## src/hdl/gbe_pkg.sv

```systemverilog
// Shared types and codes for the gap buffer editor.
// No dependencies; imported by every module of the block.
package gbe_pkg;

  localparam int CHAR_W = 8;
  localparam int OFF_W  = 10;
  localparam int POS_W  = 9;
  localparam int ST_W   = 2;
  localparam int OP_W   = 2;
  localparam int IN_W   = 24;
  localparam int OUT_W  = 24;

  localparam logic [OP_W-1:0] OP_INSERT = 2'd0;
  localparam logic [OP_W-1:0] OP_DELETE = 2'd1;
  localparam logic [OP_W-1:0] OP_MOVE   = 2'd2;
  localparam logic [OP_W-1:0] OP_NOP    = 2'd3;

  localparam logic [ST_W-1:0] ST_OK    = 2'd0;
  localparam logic [ST_W-1:0] ST_FULL  = 2'd1;
  localparam logic [ST_W-1:0] ST_EMPTY = 2'd2;
  localparam logic [ST_W-1:0] ST_RANGE = 2'd3;

  typedef struct packed {
    logic load;
    logic exec;
    logic rd;
    logic wr;
    logic out_load;
  } gbe_cmd_t;

  typedef struct packed {
    logic copy;
    logic last;
  } gbe_sts_t;

endpackage

```

## src/hdl/gbe_dpath.sv

```systemverilog
// Datapath: text store, cursor and gap end registers, copy counter, result word.
// Depends on gbe_pkg; driven by gbe_ctrl through gbe_cmd_t.
module gbe_dpath #(
  parameter int CAPACITY = 256
) (
  input  logic                    clk,
  input  logic                    rst_n,
  input  logic [gbe_pkg::IN_W-1:0]  in_tdata,
  input  gbe_pkg::gbe_cmd_t       cmd,
  output gbe_pkg::gbe_sts_t       sts,
  output logic [gbe_pkg::OUT_W-1:0] out_tdata
);
  import gbe_pkg::*;

  localparam int IW = $clog2(CAPACITY + 1);
  localparam int AW = $clog2(CAPACITY);
  localparam int CW = ((IW > OFF_W) ? IW : OFF_W) + 1;
  localparam int LW = (IW > POS_W) ? IW : POS_W;
  localparam logic [IW-1:0] CAP_I = IW'(CAPACITY);

  logic [CHAR_W-1:0] mem [CAPACITY];

  logic [OP_W-1:0]   op_r;
  logic [CHAR_W-1:0] char_r;
  logic [OFF_W-1:0]  off_r;
  logic [IW-1:0]     cur_r, cur_nxt;
  logic [IW-1:0]     gap_r, gap_nxt;
  logic [ST_W-1:0]   status_r;
  logic [OFF_W-1:0]  count_r;
  logic [CHAR_W-1:0] rd_data_r;
  logic [OUT_W-1:0]  out_data_r;

  logic [OFF_W-1:0]  mag;
  logic [IW-1:0]     room, lim, cur_dec, gap_dec, len;
  logic              bad, full, empty, back, ins_ok, del_ok, wr_en;
  logic [ST_W-1:0]   status;
  logic [AW-1:0]     rd_addr, wr_addr;
  logic [CHAR_W-1:0] wr_data;
  logic [LW-1:0]     cur_ext, len_ext;

  always_comb begin
    back    = off_r[OFF_W-1];
    mag     = back ? OFF_W'(-off_r) : off_r;
    room    = CAP_I - gap_r;
    lim     = back ? cur_r : room;
    bad     = CW'(mag) > CW'(lim);
    full    = (cur_r == gap_r);
    empty   = (cur_r == '0);
    cur_dec = cur_r - IW'(1);
    gap_dec = gap_r - IW'(1);
    len     = cur_r + room;
    cur_ext = LW'(cur_r);
    len_ext = LW'(len);
  end

  always_comb begin
    unique case (op_r)
      OP_INSERT: status = full ? ST_FULL : ST_OK;
      OP_DELETE: status = empty ? ST_EMPTY : ST_OK;
      OP_MOVE:   status = ((mag != '0) && bad) ? ST_RANGE : ST_OK;
      default:   status = ST_OK;
    endcase
  end

  assign ins_ok   = cmd.exec && (op_r == OP_INSERT) && !full;
  assign del_ok   = cmd.exec && (op_r == OP_DELETE) && !empty;
  assign sts.copy = (op_r == OP_MOVE) && (mag != '0) && !bad;
  assign sts.last = (count_r == OFF_W'(1));

  assign rd_addr = back ? cur_dec[AW-1:0] : gap_r[AW-1:0];
  assign wr_en   = ins_ok || cmd.wr;
  assign wr_addr = (cmd.wr && back) ? gap_dec[AW-1:0] : cur_r[AW-1:0];
  assign wr_data = cmd.wr ? rd_data_r : char_r;

  always_comb begin
    cur_nxt = cur_r;
    gap_nxt = gap_r;
    priority if (ins_ok) begin
      cur_nxt = cur_r + IW'(1);
    end else if (del_ok) begin
      cur_nxt = cur_dec;
    end else if (cmd.wr && back) begin
      cur_nxt = cur_dec;
      gap_nxt = gap_dec;
    end else if (cmd.wr) begin
      cur_nxt = cur_r + IW'(1);
      gap_nxt = gap_r + IW'(1);
    end else begin
      cur_nxt = cur_r;
    end
  end

  always_ff @(posedge clk) begin
    if (!rst_n) begin
      cur_r <= '0;
      gap_r <= CAP_I;
    end else begin
      cur_r <= cur_nxt;
      gap_r <= gap_nxt;
    end
  end

  always_ff @(posedge clk) begin
    if (cmd.load) begin
      op_r   <= in_tdata[OP_W-1:0];
      char_r <= in_tdata[OP_W+CHAR_W-1:OP_W];
      off_r  <= in_tdata[OP_W+CHAR_W+OFF_W-1:OP_W+CHAR_W];
    end
    if (cmd.exec) begin
      status_r <= status;
      count_r  <= mag;
    end else if (cmd.wr) begin
      count_r <= count_r - OFF_W'(1);
    end
    if (cmd.out_load) begin
      out_data_r <= {{(OUT_W - ST_W - 2 * POS_W){1'b0}},
                     len_ext[POS_W-1:0], cur_ext[POS_W-1:0], status_r};
    end
  end

  always_ff @(posedge clk) begin
    if (wr_en) begin
      mem[wr_addr] <= wr_data;
    end
    if (cmd.rd) begin
      rd_data_r <= mem[rd_addr];
    end
  end

  assign out_tdata = out_data_r;

endmodule

```

## src/hdl/gbe_ctrl.sv

```systemverilog
// Controller: sequences accept, execute, byte copy and result hand-off.
// Depends on gbe_pkg; commands gbe_dpath, owns the result valid flag.
module gbe_ctrl (
  input  logic              clk,
  input  logic              rst_n,
  input  logic              in_tvalid,
  output logic              in_tready,
  output logic              out_tvalid,
  input  logic              out_tready,
  input  gbe_pkg::gbe_sts_t sts,
  output gbe_pkg::gbe_cmd_t cmd
);
  import gbe_pkg::*;

  typedef enum logic [2:0] {
    S_IDLE,
    S_EXEC,
    S_RD,
    S_WR,
    S_FIN
  } state_t;

  state_t state_r, state_nxt;
  logic   out_tvalid_r;

  always_comb begin
    cmd       = '0;
    in_tready = 1'b0;
    state_nxt = state_r;
    unique case (state_r)
      S_IDLE: begin
        in_tready = 1'b1;
        if (in_tvalid) begin
          cmd.load  = 1'b1;
          state_nxt = S_EXEC;
        end
      end
      S_EXEC: begin
        cmd.exec  = 1'b1;
        state_nxt = sts.copy ? S_RD : S_FIN;
      end
      S_RD: begin
        cmd.rd    = 1'b1;
        state_nxt = S_WR;
      end
      S_WR: begin
        cmd.wr    = 1'b1;
        state_nxt = sts.last ? S_FIN : S_RD;
      end
      S_FIN: begin
        if (!out_tvalid_r || out_tready) begin
          cmd.out_load = 1'b1;
          state_nxt    = S_IDLE;
        end
      end
      default: state_nxt = S_IDLE;
    endcase
  end

  always_ff @(posedge clk) begin
    if (!rst_n) begin
      state_r      <= S_IDLE;
      out_tvalid_r <= 1'b0;
    end else begin
      state_r <= state_nxt;
      if (cmd.out_load) begin
        out_tvalid_r <= 1'b1;
      end else if (out_tready) begin
        out_tvalid_r <= 1'b0;
      end
    end
  end

  assign out_tvalid = out_tvalid_r;

endmodule

```

## src/hdl/gap_buffer_editor.sv

```systemverilog
// Top level of the gap buffer editor: stream ports, controller and datapath.
// Depends on gbe_pkg, gbe_ctrl and gbe_dpath.
//
//   channel  | dir | tdata bits, low first
//   in_      | in  | opcode[1:0], char_in[9:2], move_offset[19:10], zero[23:20]
//   out_     | out | status[1:0], cursor_pos[10:2], text_length[19:11], zero[23:20]
//
// Insert, delete, no-op and rejected ops go from accept through execute to the
// result step. A move that succeeds adds a copy loop; each byte crossing the gap
// takes a read step and then a write step on the text store.
// Reset clears cursor, gap end and the result valid flag; the store is not cleared.
// A result waits in the output register; the next word is accepted meanwhile
// and its result holds in the last step until the output register frees.
module gap_buffer_editor #(
  parameter int CAPACITY = 256
) (
  input  logic                        clk,
  input  logic                        rst_n,
  input  logic                        in_tvalid,
  output logic                        in_tready,
  input  logic [gbe_pkg::IN_W-1:0]    in_tdata,   // opcode, char_in, move_offset
  output logic                        out_tvalid,
  input  logic                        out_tready,
  output logic [gbe_pkg::OUT_W-1:0]   out_tdata   // status, cursor_pos, text_length
);
  import gbe_pkg::*;

  gbe_cmd_t cmd;
  gbe_sts_t sts;

  gbe_ctrl u_ctrl (
    .clk        (clk),
    .rst_n      (rst_n),
    .in_tvalid  (in_tvalid),
    .in_tready  (in_tready),
    .out_tvalid (out_tvalid),
    .out_tready (out_tready),
    .sts        (sts),
    .cmd        (cmd)
  );

  gbe_dpath #(
    .CAPACITY (CAPACITY)
  ) u_dpath (
    .clk       (clk),
    .rst_n     (rst_n),
    .in_tdata  (in_tdata),
    .cmd       (cmd),
    .sts       (sts),
    .out_tdata (out_tdata)
  );

endmodule

```

## config.mk

```make
export PLATFORM = sky130hd
export DESIGN_NAME = gap_buffer_editor
export DESIGN_NICKNAME = d
export VERILOG_FILES = /design/src/hdl/gbe_pkg.sv /design/src/hdl/gbe_dpath.sv /design/src/hdl/gbe_ctrl.sv /design/src/hdl/gap_buffer_editor.sv
export SDC_FILE = /design/constraint.sdc
export NUM_CORES = 1
export LEC_CHECK = 0
export CORE_MARGIN = 3
export CORE_UTILIZATION = 50
export CTS_CLUSTER_DIAMETER = 50
export DETAILED_ROUTE_END_ITERATION = 10
export DONT_BUFFER_PORTS = 1
export GPL_ROUTABILITY_DRIVEN = 0
export PLACE_DENSITY = 0.72
export SKIP_CTS_REPAIR_TIMING = 1
export SLEW_MARGIN = 20
export SYNTH_ARGS = -nofsm -noshare
export SYNTH_HDL_FRONTEND = slang
export SYNTH_SLANG_ARGS = --single-unit
```

## constraint.sdc

```tcl
create_clock -name clk -period 2.7 [get_ports clk]
set_input_delay 0 -clock clk [delete_from_list [all_inputs] [get_ports clk]]
set_output_delay 0 -clock clk [all_outputs]
set_load 0.005 [all_outputs]
```

---- Word level (Yosys, flattened, before mapping) ----
Cells that the tools add are included.
word-level totals
  flip-flop bits (word level) ............. 66
  input port bits ......................... 28
  output and inout bits ................... 26
  logic and storage cells ................. 81
cells by class
  add/subtract/negate cells ............... 8
  order comparisons ....................... 1
  equal/unequal tests ..................... 10
  multiplexer cells ....................... 28
  bitwise gates (word level) .............. 2
  reduce and logical (&&, ||, !) cells .... 23
operators by type and width
  kind                                                 number
  2-to-1 mux 9 bit                                     7
  2-to-1 mux 10 bit                                    3
  adder 9 x 1 -> 9 bit (second input constant)         2
  subtractor 9 x 1 -> 9 bit (second input constant)    2
  one-hot mux 3 bit (5 select lines)                   1
  2-to-1 mux 3 bit                                     4
  == test 10 x 1 -> 1 bit (second input constant)      1
  > comparator 10 x 9 -> 1 bit                         1
  2-to-1 mux 1 bit                                     10
  negator 10 bit                                       1
  nonzero test 10 bit                                  1
  subtractor 10 x 1 -> 10 bit (second input constant)  1
  adder 9 bit                                          1
  == test 9 bit                                        1
  zero test 9 bit                                      1
  subtractor 9 bit (first input constant)              1
  logical AND 1 bit                                    8
  == test 3 x 2 -> 1 bit (second input constant)       2
  one-hot mux 2 bit (3 select lines)                   1
  nonzero test 2 bit                                   3
  zero test 1 bit                                      4
  2-to-1 mux 2 bit                                     2
  nonzero test 4 bit                                   1
  == test 3 x 1 -> 1 bit (second input constant)       1
  other kinds (11)                                     12

---- Depth between registers and ports, before layout ----
Gate-level depths: netlist of run 1.
  word-level depth ........................ 7
  mapped depth ............................ 13
  gate-level depth less buffers ........... 13

---- By module ----
Synthesis of run 1 repeated with hierarchy kept, for this count alone.
unflattened totals
  cells, all modules ...................... 463
  area, all modules ....................... 4546.9 µm²
by module, submodules not included
  module     times used  cells an instance  area each (µm²)  seq. area each (µm²)
  gbe_dpath  1           438                4310.4           1681.6
  gbe_ctrl   1           25                 236.5            80.1

---- Worst setup path before layout of run 1 ----
Ideal clock, no wire load.
  path type ............................... register to register
  start point ............................. reg u_dpath.off_r[0]
  end point ............................... reg u_ctrl.state_r[1]
  setup time .............................. 117 ps
  arrival ................................. 2691 ps
  data required time ...................... 2583 ps
  slack ................................... -108 ps
  cell stages (with the launch flop) ...... 14
  buffers on the path ..................... 0
  clock period less this slack ............ 2808 ps
  path through ............................ edfxtp_1 inv_1 ha_1 or2b_1 o41ai_1 xor2_1 inv_1 ha_1 o211ai_1 a21oi_1 a221oi_1 o21ai_0 and2b_1 a32o_2
between the ends
  cells in the longest elaborated chain, start to end .. 7
  elaborated cells on any way between the ends .. 9
  classes of those cells .................. 1 x add/sub; 1 x order compare; 3 x mux; 4 x reduce/logical
ends and longest elaborated chain
  element                                                                     RTL line                          RTL
  start: declaration                                                          gbe_dpath.sv:25                   logic [OFF_W-1:0] off_r;
  start signal: assignment                                                    gbe_dpath.sv:107                  off_r <= in_tdata[OP_W+CHAR_W+OFF_W-1:OP_W+CHAR_W];
  negator 10 bit                                                              gbe_dpath.sv:43                   mag = back ? OFF_W'(-off_r) : off_r;
  2-to-1 mux 10 bit *                                                         gbe_dpath.sv:43
  > comparator 10 x 9 -> 1 bit / nonzero test 10 bit (equally long branches)  gbe_dpath.sv:46, gbe_dpath.sv:67
  zero test 1 bit / logical AND 1 bit (equally long branches)                 gbe_dpath.sv:67                   assign sts.copy = (op_r == OP_MOVE) && (mag != '0) && !bad;
  logical AND 1 bit *                                                         gbe_dpath.sv:67
  2-to-1 mux 3 bit *                                                          gbe_ctrl.sv:40                    state_nxt = sts.copy ? S_RD : S_FIN;
  one-hot mux 3 bit (5 select lines) *                                        gbe_ctrl.sv:30                    unique case (state_r)
  end signal: assignment                                                      gbe_ctrl.sv:65                    state_r <= state_nxt;
  end: declaration                                                            gbe_ctrl.sv:23                    state_t state_r, state_nxt;
Every way passes the cells marked *; elsewhere a longest branch is shown, timed or not.
A chain may end at the register's enable or synchronous reset.

---- Worst setup path in the final report of run 1 ----
  start point ............................. reg u_dpath.off_r[1]
  end point ............................... reg u_ctrl.state_r[1]
Same word-level chain as after synthesis.

==> metrics.md, run 1 <==
| Metric | Value |
|---|---|
| Vias in the first global route | between 3k and 4k |
| Post-Synth Simple-Gate Area | between 10% and 20% |
| Lkg Pwr | ~2.1 nW |
| R2R Setup Slk | -230 ps |
| Violated checks | setup timing |
| Share of layout cells above drive strength 1 | 18.7% |
| Slew HR | 63.9% |
| Peak supply drop | about 270 µV |
| Largest net degree at the start of global routing | 24 |
| Required time of the critical path | ~2900 ps |
| Ranking of synthesized cells by area | edfxtp_1 32%, dfxtp_1 11%, ha_1 9.1% |
| Syn_area_per_cell | about 10 µm² |
| Worst Path Arrival | 3170 ps |
| Routed vias/inst | ~5.6 |
| PwrDens | 490 nW/µm² |
| Ys Warns | 0 |
| Initial core utilization | 52.4% |
| Total track usage | 19.9% |
| Area growth, synth to finish | 19.8% |
| Mapped Area | 4110 µm² |
| Status | complete, but fails checks |
| NumNets Final | about 520 |
| Period minus WS final | 2930 ps |
| Crit. End Element | flip-flop |
| Top Ports | 54 |
| DR iter-0 viols | between 200 and 250 |
| ANT cells | 0 |
| Setup WS post-layout | -230 ps |
| Post-synthesis adder-cell area fraction | between 10% and 20% |
| Antenna violations before repair | 0 |
| Compound-Gate Fraction of Synth Area | 11.4% |
| Die Width | between 90 and 100 µm |
| RSZ-0062 raised after global routing | yes |
| GRT overflow | 0 |
| Synth Register Bits | 66 |
| Max Freq | approximately 0.34 GHz |
| Clock-pin slew on the worst setup and hold paths | ~70 ps |
| Area of the multi-input gates | 2260 µm² |
| Cell variety after synth | 65 |
| Placed insts | ~540 |
| Clock latency on the worst-skew pair | between 300 and 400 ps |
| DR pass1 iterations | 7 |
| Setup TNS | -720 ps |
| Post-Layout Cell Count | approximately 570 |
| DP HPWL | 6.66 mm |
| CTS max path bufs | 2 |
| Yosys top cell area share | 32.1% |
| EDFF count, synth | between 40 and 50 |
| Clock skew | ~3.6 ps |
| First-pass GRT wire length | between 15 and 20 mm |
| Die area | 9350 µm² |
| I/O Buffers | 0 |
| Wire per inst | 16.5 µm |
| Period utilisation layout | 109% |
| Worst hold-check path type | primary input to flip-flop |
| Setup crit start kind | flip-flop |
| Core Area | 7850 µm² |
| Filler instances | 654 |
| Max Cap Viol | 0 |
| Root Driver | clkbuf_8 |
| Register Area | 1760 µm² |
| Final Hold Violating Endpoints | 0 |
| Routed via count | between 3k and 4k |
| DRC Markers | 0 |
| FP Rows | 32 |
| Xor and xnor area share after synthesis | about a tenth |
| Syn Inst Count | 407 |
| Endpoints failing setup | 4 |
| Synth area leader | edfxtp_1 |
| Die Y | ~97 µm |
| TritonCTS clock tree | done |
| Detail Route Antenna Nets | 0 |
| Post-synthesis sequential area ratio | 42.8% |
| Async SR Flop Fraction | 0% |
| CP max FO | 3 |
| CTS Sinks | between 60 and 70 |
| CTS HTree Levels | 3 |
| Largest family of logic cells by synthesized area | simple AND/OR/NAND/NOR gates |
| Worst Path Class, Setup | flip-flop to flip-flop |
| Dominant synthesized flop cell | edfxtp_1 |
| Drt total wl | approximately 9.4 mm |
| Slew @ Worst Pin | 541 ps |
| Proportion of synthesized area in mux cells | ~2.4% |
| Fin. max-slew vios | 0 |
| CTS Buf Count | 9 |
[power breakdown]
group / total (mW) / switching [mW] / internal [mW]
Clock: 0.941 / 0.394 / 0.546
Sequential: 1.15 / 0.0274 / 1.12
Combinational: 0.323 / 0.174 / 0.150
[synth_stat cells, drive strengths merged (6+ instances only)]
cell type	count
inv	16
o21ai	20
nor2	25
mux2i	10
dfxtp	22
nand3	8
nand4	6
buf	10
ha	30
edfxtp	44
or3	9
a21oi	28
xnor2	25
nand2	33
nor3	14
clkbuf	9
xor2	24
[stage by stage]
step	power, mW	util (%)	hold slack, ps	setup WS (ps)	instance area (µm²)
5_1_grt	2.52	62.8	61.6	-408	4930
2_1_floorplan	1.36	-	98.9	0.907	4150
3_5_place_dp	1.46	57.2	77.0	-161	4490
6_report	2.42	62.8	46.9	-230	4930
4_1_cts	2.40	60.1	-285	-201	4720
3_3_place_gp	1.44	57.2	73.9	-39.6	4490
[cells by family after synthesis]
kind of cell	Yosys count
XOR/XNOR	49
adder cells (fa/ha/maj)	32
buffers and inverters	36
AO/OA/AOI/OAI	76
multiplexers	10
AND/OR/NAND/NOR	137
flip-flops	66
other	1
[worst paths after layout]
path | from | endpoint | cells after the start
worst max register to register | u_dpath.off_r[1]$_DFFE_PP_ | u_ctrl.state_r[1]$_SDFFE_PN0P_ | 13
worst max-delay path | u_dpath.off_r[1]$_DFFE_PP_ | u_ctrl.state_r[1]$_SDFFE_PN0P_ | 13
worst min register to register | u_dpath.status_r[0]$_DFFE_PP_ | u_dpath.out_tdata[0]$_DFFE_PP_ | 0
worst min-delay path | rst_n | u_dpath.gap_r[7]$_SDFFE_PN0P_ | 2
[cells in the final DEF, fill, tap and decap left out, drive strengths merged, types with 6 or more instances in the layout]
cell type,count
xnor2,25
nor2,25
nand3,8
buf,44
mux2i,10
a21oi,28
edfxtp,44
nor3,14
nand4,6
clkbuf,10
ha,30
or3,9
inv,16
xor2,24
dlygate4sd3,15
o21ai,20
dfxtp,22
nand2,33
[layer usage]
layer	GRT usage [%]	vias to the layer above	wire length, µm	part of all wire (%)
met1	26.4	1504	4270	46
met4	5.72	0	134	1.4
met3	4.04	18	420	4.5
li1	-	1570	-	-
met5	0	-	0	0
met2	33.0	98	4540	49
[worst max-delay path, cell delays in order, from the launching register on]
cell and delay, ps:
edfxtp_1 420, inv_1 90, ha_2 180, or2b_4 270, o41ai_2 230, xor2_1 260, inv_1 70, ha_1 310
o211ai_1 90, a21oi_1 150, a221oi_1 90, o21ai_1 160, and2b_1 230, a32o_2 260
[registers in the layout, summed over array words and instances (netlist names)]
name / count
u_ctrl.out_tvalid: 1
u_ctrl.state_r: 3
u_dpath.count_r: 10
u_dpath.cur_ext: 9
u_dpath.gap_r: 9
u_dpath.off_r: 10
u_dpath.op_r: 2
u_dpath.out_tdata: 20
u_dpath.status_r: 2
[cell type report]
cell class,instances,share of cell area [%]
Inverter,17,1.30
Tap cell,102,2.59
Multi-Input combinational cell,308,46.0
Clock buffer,10,2.79
Sequential cell,66,35.8
Clock inverter,6,1.83
Timing Repair Buffer,59,9.75
(Power assumes the default switching activity.)
==> inputs of run 2 (changes only) <==
ABC_AREA = 1   (was unset)
CORE_MARGIN = unset   (was 3)
clock period = 2.5 ns   (was 2.7 ns; I/O delays follow)
==> run 2 against run 1 <==
Critical path type unchanged; area after synthesis rose by 7.6%; register-to-register slack better by 110 ps; core utilization decreased by 0.18 points; critical path depth grew 5; hold slack got worse by 290 ps; setup slack gained 110 ps; maximum frequency is 12% higher; cell count up 21%; flip-flop and latch count did not move; synthesized cell count up 30%; the flow finishes with violations (hold timing, setup timing); combinational power increased by 57%.
==> metrics.md, run 2 <==
| Metric | Value |
|---|---|
| Status | complete, but fails checks (unchanged) |
| Violated checks | hold timing, setup timing (was setup timing) |
| Final Hold Violating Endpoints | 3 (was 0) |
| Max FFs per register | 20 (unchanged) |
| Synth area leader | edfxtp_1 (unchanged) |
| Yosys top cell area share | 29.9% (was 32.1%) |
| Drt total wl | 9.95 mm (was 9.36 mm) |
| Async SR Flop Fraction | 0% (unchanged) |
| CTS Sinks | 66 (unchanged) |
| Required time of the critical path | 2760 ps (was 2940 ps) |
| Vias in the first global route | 3,392 (was 3,042) |
| Crit. End Element | flip-flop (unchanged) |
| Antenna violations before repair | 0 (unchanged) |
| DP HPWL | 7.34 mm (was 6.66 mm) |
| Top cells by count, synth | 100 x nand2_1, 59 x inv_1, 49 x nor2_1 (was 44 x edfxtp_1, 33 x nand2_1, 30 x ha_1) |
| Setup crit start kind | flip-flop (unchanged) |
| Register Area | 1770 µm² (was 1760 µm²) |
| Largest net degree at the start of global routing | 22 (was 24) |
| Detail Route Antenna Nets | 0 (unchanged) |
| Root Driver | clkbuf_8 (unchanged) |
| Ranking of synthesized cells by area | edfxtp_1 30%, dfxtp_1 10%, ha_1 8.5% (was edfxtp_1 32%, dfxtp_1 11%, ha_1 9.1%) |
| CTS max path bufs | 2 (unchanged) |
| Most numerous cell in the Yosys netlist | nand2_1 (was edfxtp_1) |
| PwrDens | 510 nW/µm² (was 490 nW/µm²) |
| Lkg Pwr | 2.34 nW (was 2.10 nW) |
| Wire per inst | 14.5 µm (was 16.5 µm) |
| Period utilisation layout | 105% (was 109%) |
| EDFF count, synth | 44 (unchanged) |
| Endpoints failing setup | 4 (unchanged) |
| Syn_area_per_cell | 8.38 µm² (was 10.1 µm²) |
| DR pass1 iterations | 4 (was 7) |
| Max Freq | 0.382 GHz (was 0.341 GHz) |
| WHS Path Cells | 2 (unchanged) |
| Slew HR | 55.0% (was 63.9%) |
| DRC Markers | 0 (unchanged) |
| Max Cap Viol | 0 (unchanged) |
| Cell variety after synth | 45 (was 65) |
| Top Ports | 54 (unchanged) |
| NumNets Final | 636 (was 521) |
| CTS HTree Levels | 3 (unchanged) |
| RSZ-0062 raised after global routing | yes (unchanged) |
| Synth Register Bits | 66 (unchanged) |
| Hold_sp | rst_n (unchanged) |
| Setup WS post-layout | -119 ps (was -230 ps) |
| TritonCTS clock tree | done (unchanged) |
| ANT cells | 0 (unchanged) |
| Clock skew | 11.5 ps (was 3.59 ps) |
| Hold slack | -247 ps (was 46.9 ps) |
| Dominant synthesized flop cell | edfxtp_1 (unchanged) |
| Die area | 9230 µm² (was 9350 µm²) |
| Initial core utilization | 52.8% (was 52.4%) |
| Syn Inst Count | 528 (was 407) |
| I/O Buffers | 0 (unchanged) |
| Setup TNS | -416 ps (was -720 ps) |
| R2R Setup Slk | -120 ps (was -230 ps) |
| Post-synthesis sequential area ratio | 39.8% (was 42.8%) |
| Total track usage | 22.6% (was 19.9%) |
| Ys Warns | 0 (unchanged) |
| Mapped Area | 4420 µm² (was 4110 µm²) |
| WHS Endpoint | u_ctrl.state_r[2]$_SDFFE_PN0P_ (was u_dpath.gap_r[7]$_SDFFE_PN0P_) |
| Worst Path Class, Setup | flip-flop to flip-flop (unchanged) |
| Fin. max-slew vios | 0 (unchanged) |
| Share of layout cells above drive strength 1 | 18.6% (was 18.7%) |
| Clock latency on the worst-skew pair | 360 ps (was 340 ps) |
| Most common cell after layout, fill and taps aside | nand2_1 |
| Reg2reg start | u_dpath.gap_r[1]$_SDFFE_PN0P_ (was u_dpath.off_r[1]$_DFFE_PP_) |
| Routed via count | 3,664 (was 3,190) |
| First-pass GRT wire length | 15.8 mm (was 15.1 mm) |
| GRT overflow | 0 (unchanged) |
| Filler instances | 710 (was 654) |
| DR iter-0 viols | 207 (was 219) |
| CP max FO | 3 (unchanged) |
| Area of the multi-input gates | 2500 µm² (was 2260 µm²) |
| Period minus WS final | 2620 ps (was 2930 ps) |
| Worst hold-check path type | primary input to flip-flop (unchanged) |
| Worst Path Arrival | 2880 ps (was 3170 ps) |
| Tot Pwr | 2.68 mW (was 2.42 mW) |
| FP Rows | 33 (was 32) |
| Clock-pin slew on the worst setup and hold paths | 70 ps (about the same) |
| Die Width | 96.1 µm (was 96.7 µm) |
| CTS Buf Count | 9 (unchanged) |
| Routed vias/inst | 5.34 (was 5.62) |
| Die Y | 96.1 µm (was 96.7 µm) |
| Most frequent cells in the layout | 97 x nand2_1, 56 x inv_1, 47 x nor2_1 (was 44 x buf_4, 44 x edfxtp_1, 33 x nand2_1) |
| Reg2Reg Depth | 18 (was 13) |
| Area growth, synth to finish | 18.6% (was 19.8%) |
| FF-to-FF End | u_ctrl.state_r[2]$_SDFFE_PN0P_ (was u_ctrl.state_r[1]$_SDFFE_PN0P_) |
| Slew @ Worst Pin | 674 ps (was 541 ps) |
| Peak supply drop | 289 µV (was 271 µV) |
| Core Area | 8380 µm² (was 7850 µm²) |
==> run 2: cell count changes after synthesis, moves of 14 or more <==
| cell | before | now |
|---|---|---|
| o21ai_0 | 17 | 36 |
| nor2_1 | 24 | 49 |
| nand2_1 | 33 | 100 |
| nand3_1 | 8 | 27 |
| inv_1 | 15 | 59 |
| xnor2_1 | 25 | 11 |
==> run 2: metrics by stage <==
step | area [µm²] | util [%] | instances | setup slack, ps | hold slack, ps
final | 5250 | 62.6 | 686 | -119 | -247
after global routing | 5250 | 62.6 | 686 | -258 | -251
after CTS | 4890 | 58.4 | 666 | -73.5 | -277
after detailed placement | 4710 | 56.1 | 650 | -40.8 | 98.9
after global placement | 4710 | 56.1 | 650 | 16.0 | 98.9
after floorplan | 4440 | - | 531 | 11.3 | 97.6
==> run 2: worst max-delay path by stage <==
stage | startpoint | end | slack [ps] | depth (start not counted)
floorplan | u_ctrl.state_r[0]$_SDFFE_PN0P_ | u_dpath.gap_r[6]$_SDFFE_PN0P_ | 10 | 13
global placement | u_dpath.gap_r[0]$_SDFFE_PN0P_ | u_dpath.status_r[0]$_DFFE_PP_ | 20 | 13
detailed placement | u_dpath.gap_r[1]$_SDFFE_PN0P_ | u_dpath.status_r[0]$_DFFE_PP_ | -40 | 14
CTS | u_dpath.gap_r[1]$_SDFFE_PN0P_ | u_ctrl.state_r[2]$_SDFFE_PN0P_ | -70 | 18
global route | u_dpath.gap_r[1]$_SDFFE_PN0P_ | u_ctrl.state_r[2]$_SDFFE_PN0P_ | -260 | 19
finish | u_dpath.gap_r[1]$_SDFFE_PN0P_ | u_ctrl.state_r[2]$_SDFFE_PN0P_ | -120 | 18
==> run 2: final cells by class <==
cell class                 count  area share, %
multi-input combinational    383           47.7
clock buffer                  10           2.43
sequential                    66           33.7
tap                          105           2.50
clock inverter                 6           1.10
timing repair buffer          47           7.54
inverter                      69           5.03
==> run 2: routing by layer <==
layer | global-route usage, % | vias up | part of all wire, %
met5 | 0 | - | 0
met4 | 8.08 | 0 | 1.5
met3 | 5.77 | 12 | 6.1
met2 | 36.9 | 111 | 47
met1 | 28.8 | 1694 | 45
li1 | - | 1847 | -
==> run 2: cells by family after synthesis <==
kind of cell             count (synthesis)  synth area share, %
AND/OR/NAND/NOR                        221                 24.2
buffers and inverters                   82                 7.86
AO/OA/AOI/OAI                           80                 9.50
flip-flops                              66                 39.8
XOR/XNOR                                45                 8.91
adder cells (fa/ha/maj)                 32                 9.39
other                                    1               0.0848
multiplexers                             1                0.226
==> run 2: where the power goes <==
part           switching, mW  internal [mW]
combinational          0.305          0.204
clock                  0.431          0.452
sequential            0.0525           1.23
==> run 2: critical path, cell delays in order (launching register included) <==
cell,delay (ps)
dfxtp_2,340
inv_2,80
ha_4,130
nor3b_4,220
nand3_2,140
nor3_2,230
xnor2_1,140
nand2_1,100
o21ai_2,60
ha_1,320
nand3_2,90
nor2_2,130
nand3_1,120
nand2_2,90
nand3_2,70
nand2_2,80
nand3_2,60
nand2_1,70
inv_1,40
